<file path="src/sv/particle_table_update_engine_macros.svh">
// Assertion helpers shared by the checking code of the engine
`ifndef PARTICLE_TABLE_UPDATE_ENGINE_MACROS_SVH
`define PARTICLE_TABLE_UPDATE_ENGINE_MACROS_SVH

// Same-cycle implication, checked outside reset
`define PTUE_ASSERT_NOW(label, ante, cons, msg) \
  label: assert property (@(posedge clk) disable iff (rst) (ante) |-> (cons)) \
    else $error(msg);

// Next-cycle implication, checked outside reset
`define PTUE_ASSERT_NEXT(label, ante, cons, msg) \
  label: assert property (@(posedge clk) disable iff (rst) (ante) |=> (cons)) \
    else $error(msg);

`endif

</file>
<file path="src/sv/ptue_pkg.sv">
package ptue_pkg;

  localparam int MAX_PARTICLES_DEF = 64;
  localparam int CORDIC_STEPS_DEF  = 16;

  localparam int CNT_W  = 7;
  localparam int SLOT_W = 6;

  localparam logic signed [31:0] Q_PI_HALF = 32'sd102944;
  localparam logic signed [31:0] Q_TWO_PI  = 32'sd411775;
  localparam logic signed [16:0] LIFE_MIN  = -17'sd65536;

  localparam logic [1:0] ST_OK    = 2'd0;
  localparam logic [1:0] ST_FULL  = 2'd1;
  localparam logic [1:0] ST_EMPTY = 2'd2;

  localparam logic ACT_TICK   = 1'b0;
  localparam logic ACT_CREATE = 1'b1;

  typedef struct packed {
    logic signed [31:0] px;
    logic signed [31:0] py;
    logic signed [31:0] vx;
    logic signed [31:0] vy;
    logic signed [31:0] ax;
    logic signed [31:0] ay;
    logic signed [31:0] rot;
    logic signed [31:0] spin;
    logic signed [16:0] life;
    logic [7:0]         fc;
    logic [7:0]         tpf;
    logic [7:0]         cur;
    logic [7:0]         nxt;
    logic [7:0]         age;
  } entry_t;

  typedef enum logic [3:0] {
    S_IDLE, S_WRD, S_WCHK, S_WLAST, S_VX, S_VY, S_PX, S_PY,
    S_ROT, S_COR, S_WR, S_ERD, S_EOUT
  } state_t;

  // start pulse and completion flag of the angle unit
  typedef struct packed {
    logic start;
    logic done;
  } cor_ctl_t;

  // arctangent of 2^-i, Q16.16, rounded to nearest
  function automatic logic [15:0] atan_q16(input logic [4:0] i);
    logic [15:0] v;
    case (i)
      5'd0:  v = 16'd51472;
      5'd1:  v = 16'd30386;
      5'd2:  v = 16'd16055;
      5'd3:  v = 16'd8150;
      5'd4:  v = 16'd4091;
      5'd5:  v = 16'd2047;
      5'd6:  v = 16'd1024;
      5'd7:  v = 16'd512;
      5'd8:  v = 16'd256;
      5'd9:  v = 16'd128;
      5'd10: v = 16'd64;
      5'd11: v = 16'd32;
      5'd12: v = 16'd16;
      5'd13: v = 16'd8;
      5'd14: v = 16'd4;
      5'd15: v = 16'd2;
      5'd16: v = 16'd1;
      default: v = 16'd0;
    endcase
    return v;
  endfunction

  // 32-bit signed add, clamped to the representable range
  function automatic logic signed [31:0] sat_add(input logic signed [31:0] a,
                                                 input logic signed [31:0] b);
    logic signed [32:0] s;
    logic signed [31:0] r;
    s = 33'(a) + 33'(b);
    if (s > 33'sd2147483647)       r = 32'sh7FFFFFFF;
    else if (s < -33'sd2147483648) r = 32'sh80000000;
    else                           r = s[31:0];
    return r;
  endfunction

endpackage

</file>
<file path="src/sv/ptue_cordic.sv">
module ptue_cordic #(
  parameter int STEPS = ptue_pkg::CORDIC_STEPS_DEF
) (
  input  logic               clk,
  input  logic               rst,
  input  ptue_pkg::cor_ctl_t ctl_in,
  output ptue_pkg::cor_ctl_t ctl_out,
  input  logic signed [31:0] vx,
  input  logic signed [31:0] vy,
  output logic signed [31:0] angle
);

  localparam logic [4:0] LAST = 5'(STEPS - 1);

  logic               busy;
  logic [4:0]         step;
  logic signed [34:0] x, y;
  logic signed [19:0] z;
  logic signed [34:0] dx, dy;
  logic signed [19:0] za;
  logic signed [34:0] x_n, y_n;
  logic signed [19:0] z_n;
  logic               done;

  // one vectoring iteration a cycle
  always_comb begin
    dx  = y >>> step;
    dy  = x >>> step;
    za  = 20'(signed'({1'b0, ptue_pkg::atan_q16(step)}));
    if (!y[34]) begin
      x_n = x + dx;
      y_n = y - dy;
      z_n = z + za;
    end else begin
      x_n = x - dx;
      y_n = y + dy;
      z_n = z - za;
    end
  end

  always_ff @(posedge clk) begin
    if (rst) begin
      busy <= 1'b0;
      done <= 1'b0;
    end else begin
      done <= 1'b0;
      if (ctl_in.start) begin
        if (vx == 32'sd0 && vy == 32'sd0) begin
          done  <= 1'b1;
          angle <= -ptue_pkg::Q_TWO_PI;
        end else begin
          busy <= 1'b1;
        end
      end else if (busy) begin
        if (step == LAST) begin
          busy <= 1'b0;
          done <= 1'b1;
          if (z_n > 20'sd0)      angle <= 32'(z_n) - ptue_pkg::Q_TWO_PI;
          else if (z_n < 20'sd0) angle <= 32'(z_n);
          else                   angle <= -ptue_pkg::Q_TWO_PI;
        end
      end
    end
  end

  // load with quadrant fold, then iterate
  always_ff @(posedge clk) begin
    if (ctl_in.start) begin
      step <= 5'd0;
      if (vx < 0) begin
        if (vy >= 0) begin
          x <= 35'(vy);
          y <= -35'(vx);
          z <= 20'(ptue_pkg::Q_PI_HALF);
        end else begin
          x <= -35'(vy);
          y <= 35'(vx);
          z <= -20'(ptue_pkg::Q_PI_HALF);
        end
      end else begin
        x <= 35'(vx);
        y <= 35'(vy);
        z <= 20'sd0;
      end
    end else if (busy) begin
      x    <= x_n;
      y    <= y_n;
      z    <= z_n;
      step <= step + 5'd1;
    end
  end

  assign ctl_out.start = 1'b0;
  assign ctl_out.done  = done;

endmodule

</file>
<file path="config.mk">
export PLATFORM = sky130hd
export DESIGN_NAME = ptue_cordic
export DESIGN_NICKNAME = d
export VERILOG_FILES = /design/src/sv/particle_table_update_engine_macros.svh /design/src/sv/ptue_pkg.sv /design/src/sv/ptue_cordic.sv
export SDC_FILE = /design/constraint.sdc
export NUM_CORES = 1
export LEC_CHECK = 0
export BUFFER_PORTS_ARGS = -buffer_cell sky130_fd_sc_hd__clkbuf_2
export CAP_MARGIN = 15
export CELL_PAD_IN_SITES_DETAIL_PLACEMENT = 1
export CELL_PAD_IN_SITES_GLOBAL_PLACEMENT = 2
export CORE_MARGIN = 5
export CORE_UTILIZATION = 39
export CTS_CLUSTER_SIZE = 10
export DETAILED_ROUTE_END_ITERATION = 6
export PLACE_DENSITY = 0.89
export SLEW_MARGIN = 20
export SYNTH_ARGS = -nofsm -noshare
export SYNTH_HDL_FRONTEND = slang
export SYNTH_SLANG_ARGS = --single-unit
</file>
<file path="constraint.sdc">
create_clock -name clk -period 7 [get_ports clk]
set_input_delay 1.4 -clock clk [delete_from_list [all_inputs] [get_ports clk]]
set_output_delay 1.4 -clock clk [all_outputs]
set_load 0.005 [all_outputs]
</file>
==> metrics.md, run 1 <==
| Metric | Value |
|---|---|
| Total grt overflow | `0` |
| Post-route ant nets | `0` |
| Final period utilization | `95.0%` |
| Critical Path Fanout Max | `38` |
| Status | `complete, no violations` |
| Die X | `229 µm` |
| Reg clk slew, reported paths | `0.09 ns` |
| Relative slew slack | `31.1%` |
| Final min period | `6.65 ns` |
| Initial core utilization | `39.3%` |
| Setup WS pre-CTS | `0.278 ns` |
| RSZ-0062 raised after global routing | `no` |
| Vias | `19143` |
| GPL Wtd Cong | `0.990` |
| P&R area growth vs syn | `11.0%` |
| Crit Path Category | `flip-flop to flip-flop` |
| Initial antenna violation count | `0` |
| Synth Area per Inst | `8.30 µm²` |
| Hold_sp | `busy$_SDFFE_PP0P_` |
| IO Pins | `102` |
| Fin. max-slew vios | `0` |
| Rows | `80` |
| Top cells by area, synth | `edfxtp_1, mux4_2, ha_1` |
| Fmax | `0.150 GHz` |
| Sink Count | `134` |
| Cells after Synth | `2256` |
| DRC Markers | `0` |
| Yosys top cell area share | `17.8%` |
| H-tree depth | `4` |
| Setup Buffers After CTS | `0` |
| Worst Setup SP | `step[0]$_SDFFE_PP0P_` |
| Final wirelength | `76200 µm` |
| Skew-Pair Late Insertion Delay | `0.51 ns` |
| DR pass1 iterations | `5` |
| I/O Buffers | `99` |
| Mapped cell area | `18700 µm²` |
| Async set-reset flop share out of synthesis | `0%` |
| HPWL Detailed | `59900 µm` |
| Synthesized flop and latch total | `134` |
| Area leader, netlist | `edfxtp_1` |
| Via-to-Cell Ratio | `6.45` |
| Clock Skew | `0.0304 ns` |
| Slew @ Worst Pin | `1.03 ns` |
| Hold Crit Class | `flip-flop to flip-flop` |
| Number of synthesized flops with an enable pin | `111` |
| Post-Syn Nets | `2429` |
| DRT iter0 DRCs | `1647` |
| Critical path capture point type | `flip-flop` |
| Distinct cells, synth | `102` |
| Final setup fails | `0` |
| Setup_tns | `0 ns` |
| Startpoint types | `flip-flop` |
| Final setup margin | `0.349 ns` |
| Register area share after synthesis | `20.2%` |
| Most frequent cells in the layout | `nand2_1, o21ai_0, nor2_1` |
| Layout cells sized above 1 | `17.2%` |
| CTS tree | `built` |
| Fin nets | `2512` |
| Syn. warnings | `0` |
| RR Startpoint | `step[0]$_SDFFE_PP0P_` |
| Clock root buffer | `clkbuf_16` |
| First-pass GRT wire length | `117000 µm` |
| Die Ht | `229 µm` |
| CTS max path bufs | `2` |
| Core ar. | `47600 µm²` |
| Largest net degree at the start of global routing | `79` |
| Total CTS buffers | `17` |
| Routed wire per std cell | `25.7 µm` |
| Endpoints failing hold | `0` |
| Vias in the first global route | `19139` |
| Main flop type after synthesis | `edfxtp_1` |
| Die area | `52500 µm²` |
| CP Data Required Time | `7.19 ns` |
| Commonest non-fill, non-tap cell in the layout | `nand2_1` |
| Worst Path Arrival | `6.84 ns` |
| Total GRT Usage | `28.4%` |
| Max_cap viols | `0` |
-- state kept, by name, summed over array words and instances, names as in the netlist --
| name | cells |
|---|---|
| y | 35 |
| done | 1 |
| busy | 1 |
| z | 20 |
| za | 16 |
| step | 5 |
| angle | 21 |
| x | 35 |
-- what timing repair did --
| action | in CTS | in global routing |
|---|---|---|
| hold buffers | 0 | 0 |
| endpoints found under the setup margin | 0 | 4 |
| hold endpoints to repair | 0 | 0 |
| resized for setup | 0 | 6 |
-- cell usage after synthesis (13+ instances only) --
cell / n
o211ai_1: 67
a211oi_1: 21
inv_1: 68
and2_1: 19
nor3_1: 53
a22oi_1: 13
or3_1: 19
nand4_1: 18
xnor2_1: 122
buf_2: 22
nand2_1: 228
o21ai_0: 177
o41ai_1: 13
nor4_1: 15
buf_4: 18
nor2b_1: 14
ha_1: 102
xor2_1: 82
nor2_1: 175
mux2i_1: 71
a21oi_1: 174
and3_1: 23
buf_1: 27
nand3_1: 52
nor3b_1: 13
dfxtp_1: 23
mux4_2: 66
a31oi_1: 26
o21bai_1: 19
clkbuf_1: 77
o21a_1: 23
o31ai_1: 15
edfxtp_1: 111
a21o_1: 43
o22ai_1: 13
nand2b_1: 21
mux2_2: 21
-- final timing paths --
path | to | slack, ns | cells after the start
hold / removal | busy$_SDFFE_PP0P_ | 0.72 | 2
setup reg to reg | x[31]$_DFFE_PN_ | 0.35 | 23
setup / recovery | x[31]$_DFFE_PN_ | 0.35 | 23
hold reg to reg | busy$_SDFFE_PP0P_ | 0.72 | 2
-- logic make-up (layout without fill, tap and decap cells) --
logic type	count (synthesis)	in the layout	synth area share, %
AO/OA/AOI/OAI	723	723	25.4
AND/OR/NAND/NOR	698	698	18.0
XOR/XNOR	204	204	9.54
flip-flops	134	134	20.2
multiplexers	168	168	14.2
adder cells (fa/ha/maj)	105	105	7.13
buffers and inverters	223	319	5.53
other	1	2	0.0200
-- layout make-up --
class	count	area [µm²]
repair buffers	218	1450
clock buffers	18	439
diodes	1	2.50
flip-flops and latches	134	3800
inverters	69	259
clock inverters	14	129
fillers	5777	26900
multi-input cells	1899	13900
well taps	615	769
-- worst max-delay path: stages (launching register included) --
cell and delay (ns):
dfxtp_4 0.59, buf_12 0.28, mux2_2 0.39, o211ai_1 0.38
nand2_1 0.27, a211oi_1 0.42, nand4_1 0.21, nor4_2 0.29
buf_4 0.18, nand2_1 0.10, nor3_1 0.29, or4_1 0.16
nand3_1 0.25, ha_1 0.44, and3_1 0.25, nand4_1 0.12
a21oi_1 0.37, nor2_2 0.16, o21ai_0 0.42, buf_4 0.21
o41ai_2 0.07, xor2_1 0.17, buf_4 0.18, o32ai_1 0.09
-- layer usage --
layer	wire length, µm	GRT usage (%)	vias up
met3	5510	5.41	156
met1	33600	39.0	9550
met4	3090	10.8	0
li1	-	-	8694
met2	33900	44.4	743
met5	0	0	-
-- through the flow --
stage               instances  utilization, %  hold WS, ns  instance area [µm²]
floorplan                2256               -        0.669                18700
global placement         2935            42.4        0.632                20200
detailed placement       2935            42.4        0.694                20200
CTS                      2967            43.6        0.707                20800
global route             2967            43.6        0.732                20800
finish                   2968            43.6        0.721                20800
Power of run 1 is left out: the tool's default activity adds up to more than one toggle a clock period on the data nets, which glitch-free logic cannot reach.
==> run 2: changes to the inputs <==
CORE_UTILIZATION = 35   (was 39)
MAX_ROUTING_LAYER = met4   (was unset)
PLACE_DENSITY = 0.85   (was 0.89)
clock period = 5.4 ns   (was 7 ns; I/O delays follow)
==> run 2 against run 1 <==
The run now ends with negative setup slack left. First-iteration DRC count up 0.43%. Critical endpoint is now x[34]$_DFFE_PN_. Cell count up 21%. Sequential share of layout area down 3.7 points. Fmax up 11%. Design area up 25%. Core utilization up 5.8 points. Hold slack worse by 0.038 ns.
==> metrics.md, run 2 (same netlist as run 1, synthesis figures left out) <==
| Metric | Value |
|---|---|
| Status | `complete, but fails checks (was complete, no violations)` |
| Failing checks | `negative setup slack` |
| Skew-Pair Late Insertion Delay | `0.50 ns (was 0.51 ns)` |
| RSZ-0062 raised after global routing | `yes (was no)` |
| Reg2reg end | `x[34]$_DFFE_PN_ (was x[31]$_DFFE_PN_)` |
| Hold Path End | `busy$_SDFFE_PP0P_ (unchanged)` |
| First-pass GRT wire length | `139000 µm (was 117000 µm)` |
| CTS max path bufs | `2 (unchanged)` |
| Slowest CP cell | `dfxtp_4 (unchanged)` |
| Area after DPL | `24000 µm² (was 20200 µm²)` |
| Critical Path Fanout Max | `8 (was 38)` |
| Largest net degree at the start of global routing | `80 (was 79)` |
| Worst Path Arrival | `6.21 ns (was 6.84 ns)` |
| Slew @ Worst Pin | `1.13 ns (was 1.03 ns)` |
| Finished Core Util | `49.4% (was 43.6%)` |
| Cells on Worst Hold Path | `2 (unchanged)` |
| Fin. max-slew vios | `0 (unchanged)` |
| Reg2reg path depth | `29 (was 23)` |
| Clock Skew | `0.0155 ns (was 0.0304 ns)` |
| CTS tree | `built (unchanged)` |
| DRT iter0 DRCs | `1654 (was 1647)` |
| Final period utilization | `111% (was 95.0%)` |
| H-tree depth | `4 (unchanged)` |
| Final wirelength | `95400 µm (was 76200 µm)` |
| DRC Markers | `0 (unchanged)` |
| Relative slew slack | `23.3% (was 31.1%)` |
| Routed wire per std cell | `26.6 µm (was 25.7 µm)` |
| Vias | `21654 (was 19143)` |
| Worst R2R Setup Slack | `-0.58 ns (was 0.35 ns)` |
| Met3 usage | `6.74% (was 5.41%)` |
| Total GRT Usage | `32.4% (was 28.4%)` |
| Final setup fails | `34 (was 0)` |
| Fmax | `0.167 GHz (was 0.150 GHz)` |
| Endpoints failing hold | `0 (unchanged)` |
| RR Startpoint | `step[1]$_SDFFE_PP0P_ (was step[0]$_SDFFE_PP0P_)` |
| Hold Crit Class | `flip-flop to flip-flop (unchanged)` |
| Top Registers | `x (35), y (35), angle (21) (unchanged)` |
| Max_cap viols | `0 (unchanged)` |
| Hold_sp | `busy$_SDFFE_PP0P_ (unchanged)` |
| GPL Wtd Cong | `1.03 (was 0.990)` |
| P&R area growth vs syn | `39.1% (was 11.0%)` |
| Design area | `26100 µm² (was 20800 µm²)` |
| Met1 Resource Use GR | `40.4% (was 39.0%)` |
| Most frequent cells in the layout | `buf_4, nand2_1, nor2_1 (was nand2_1, o21ai_0, nor2_1)` |
| Commonest non-fill, non-tap cell in the layout | `buf_4 (was nand2_1)` |
| Initial core utilization | `35.5% (was 39.3%)` |
| Critical path capture point type | `flip-flop (unchanged)` |
| Total grt overflow | `0 (unchanged)` |
| Final min period | `5.98 ns (was 6.65 ns)` |
| Die X | `241 µm (was 229 µm)` |
| Global routing usage on met2 | `51.3% (was 44.4%)` |
| Total CTS buffers | `17 (unchanged)` |
| Post-route ant nets | `0 (unchanged)` |
| Startpoint types | `flip-flop (unchanged)` |
| Fin nets | `3060 (was 2512)` |
| Sink Count | `134 (unchanged)` |
| HPWL Detailed | `74600 µm (was 59900 µm)` |
| CP peak stage delay | `0.42 ns (was 0.59 ns)` |
| Layout cells sized above 1 | `37.2% (was 17.2%)` |
| Via-to-Cell Ratio | `6.03 (was 6.45)` |
| Rows | `84 (was 80)` |
| I/O Buffers | `99 (unchanged)` |
| Die area | `58300 µm² (was 52500 µm²)` |
| Reg clk slew, reported paths | `0.08 ns (was 0.09 ns)` |
| CP Data Required Time | `5.63 ns (was 7.19 ns)` |
| IO Pins | `102 (unchanged)` |
| Final setup margin | `-0.583 ns (was 0.349 ns)` |
| DR pass1 iterations | `5 (unchanged)` |
| Busiest grt layer | `met2 (unchanged)` |
| Clock root buffer | `clkbuf_16 (unchanged)` |
| Crit Path Category | `flip-flop to flip-flop (unchanged)` |
| Initial antenna violation count | `6 (was 0)` |
| Core ar. | `52800 µm² (was 47600 µm²)` |
| Vias in the first global route | `22015 (was 19139)` |
| Die Ht | `241 µm (was 229 µm)` |
## run 2: changes by cell type in the layout (fill, tap and decap cells not counted), moves of 12 or more
cell,before,now
buf_4,116,638
o21ai_0,177,142
a21oi_1,173,155
a21oi_2,2,14
o21ai_1,4,26
buf_6,1,20
## run 2: metal layers
| metal | share of wire, % | vias to the layer above |
|---|---|---|
| li1 | - | 9784 |
| met4 | 5.3 | 0 |
| met1 | 42 | 10873 |
| met5 | 0 | - |
| met2 | 46 | 763 |
| met3 | 6.2 | 234 |
## run 2: through the flow
stage	TNS (ns)	hold slack (ns)	setup WS (ns)	cells
after detailed placement	-17.28	0.659	-0.852	3501
after global routing	-18.93	0.682	-0.860	3589
final	-10.51	0.683	-0.583	3589
after global placement	-10.38	0.664	-0.643	3501
after floorplan	-0.545	0.669	-0.185	2256
after CTS	-5.87	0.681	-0.405	3573
## run 2: how the worst max path moves through the flow
| stage | from | end | slack, ns | cells after the start |
|---|---|---|---|---|
| after floorplan | step[1]$_SDFFE_PP0P_ | x[34]$_DFFE_PN_ | -0.18 | 27 |
| after CTS | step[1]$_SDFFE_PP0P_ | x[34]$_DFFE_PN_ | -0.41 | 27 |
| after global placement | y[7]$_DFFE_PN_ | x[34]$_DFFE_PN_ | -0.64 | 26 |
| after global routing | step[1]$_SDFFE_PP0P_ | x[32]$_DFFE_PN_ | -0.86 | 29 |
| after detailed placement | step[1]$_SDFFE_PP0P_ | x[34]$_DFFE_PN_ | -0.85 | 28 |
| final | step[1]$_SDFFE_PP0P_ | x[34]$_DFFE_PN_ | -0.58 | 29 |
## run 2: worst max-delay path: cells and delay by family, from the launching register on
family	cells	cell delay, ns
AOI/OAI and AO/OA	14	2.48
buffers and inverters	6	0.93
and+or+nand+nor	4	0.65
muxes	2	0.61
DFF	1	0.42
adders and majority gates	2	0.37
xor gates and xnor gates	1	0.22
## run 2: layout make-up
type / instances / area, µm²
Fill cell: 6302 / 26700
Clock buffer: 17 / 425
Antenna cell: 1 / 2.50
Multi-Input combinational cell: 1899 / 14800
Inverter: 69 / 259
Sequential cell: 134 / 3810
Tap cell: 688 / 861
Timing Repair Buffer: 766 / 5710
Clock inverter: 15 / 199
## run 2: repair_timing
item                       4_1_cts  5_1_grt
cloned                           0        0
buffers inserted                43       18
pin swaps                       62       71
setup endpoints to repair       38       44
hold buffers                     0        0
gates resized for setup        159       69
Power of run 2 is left out for the same reason.
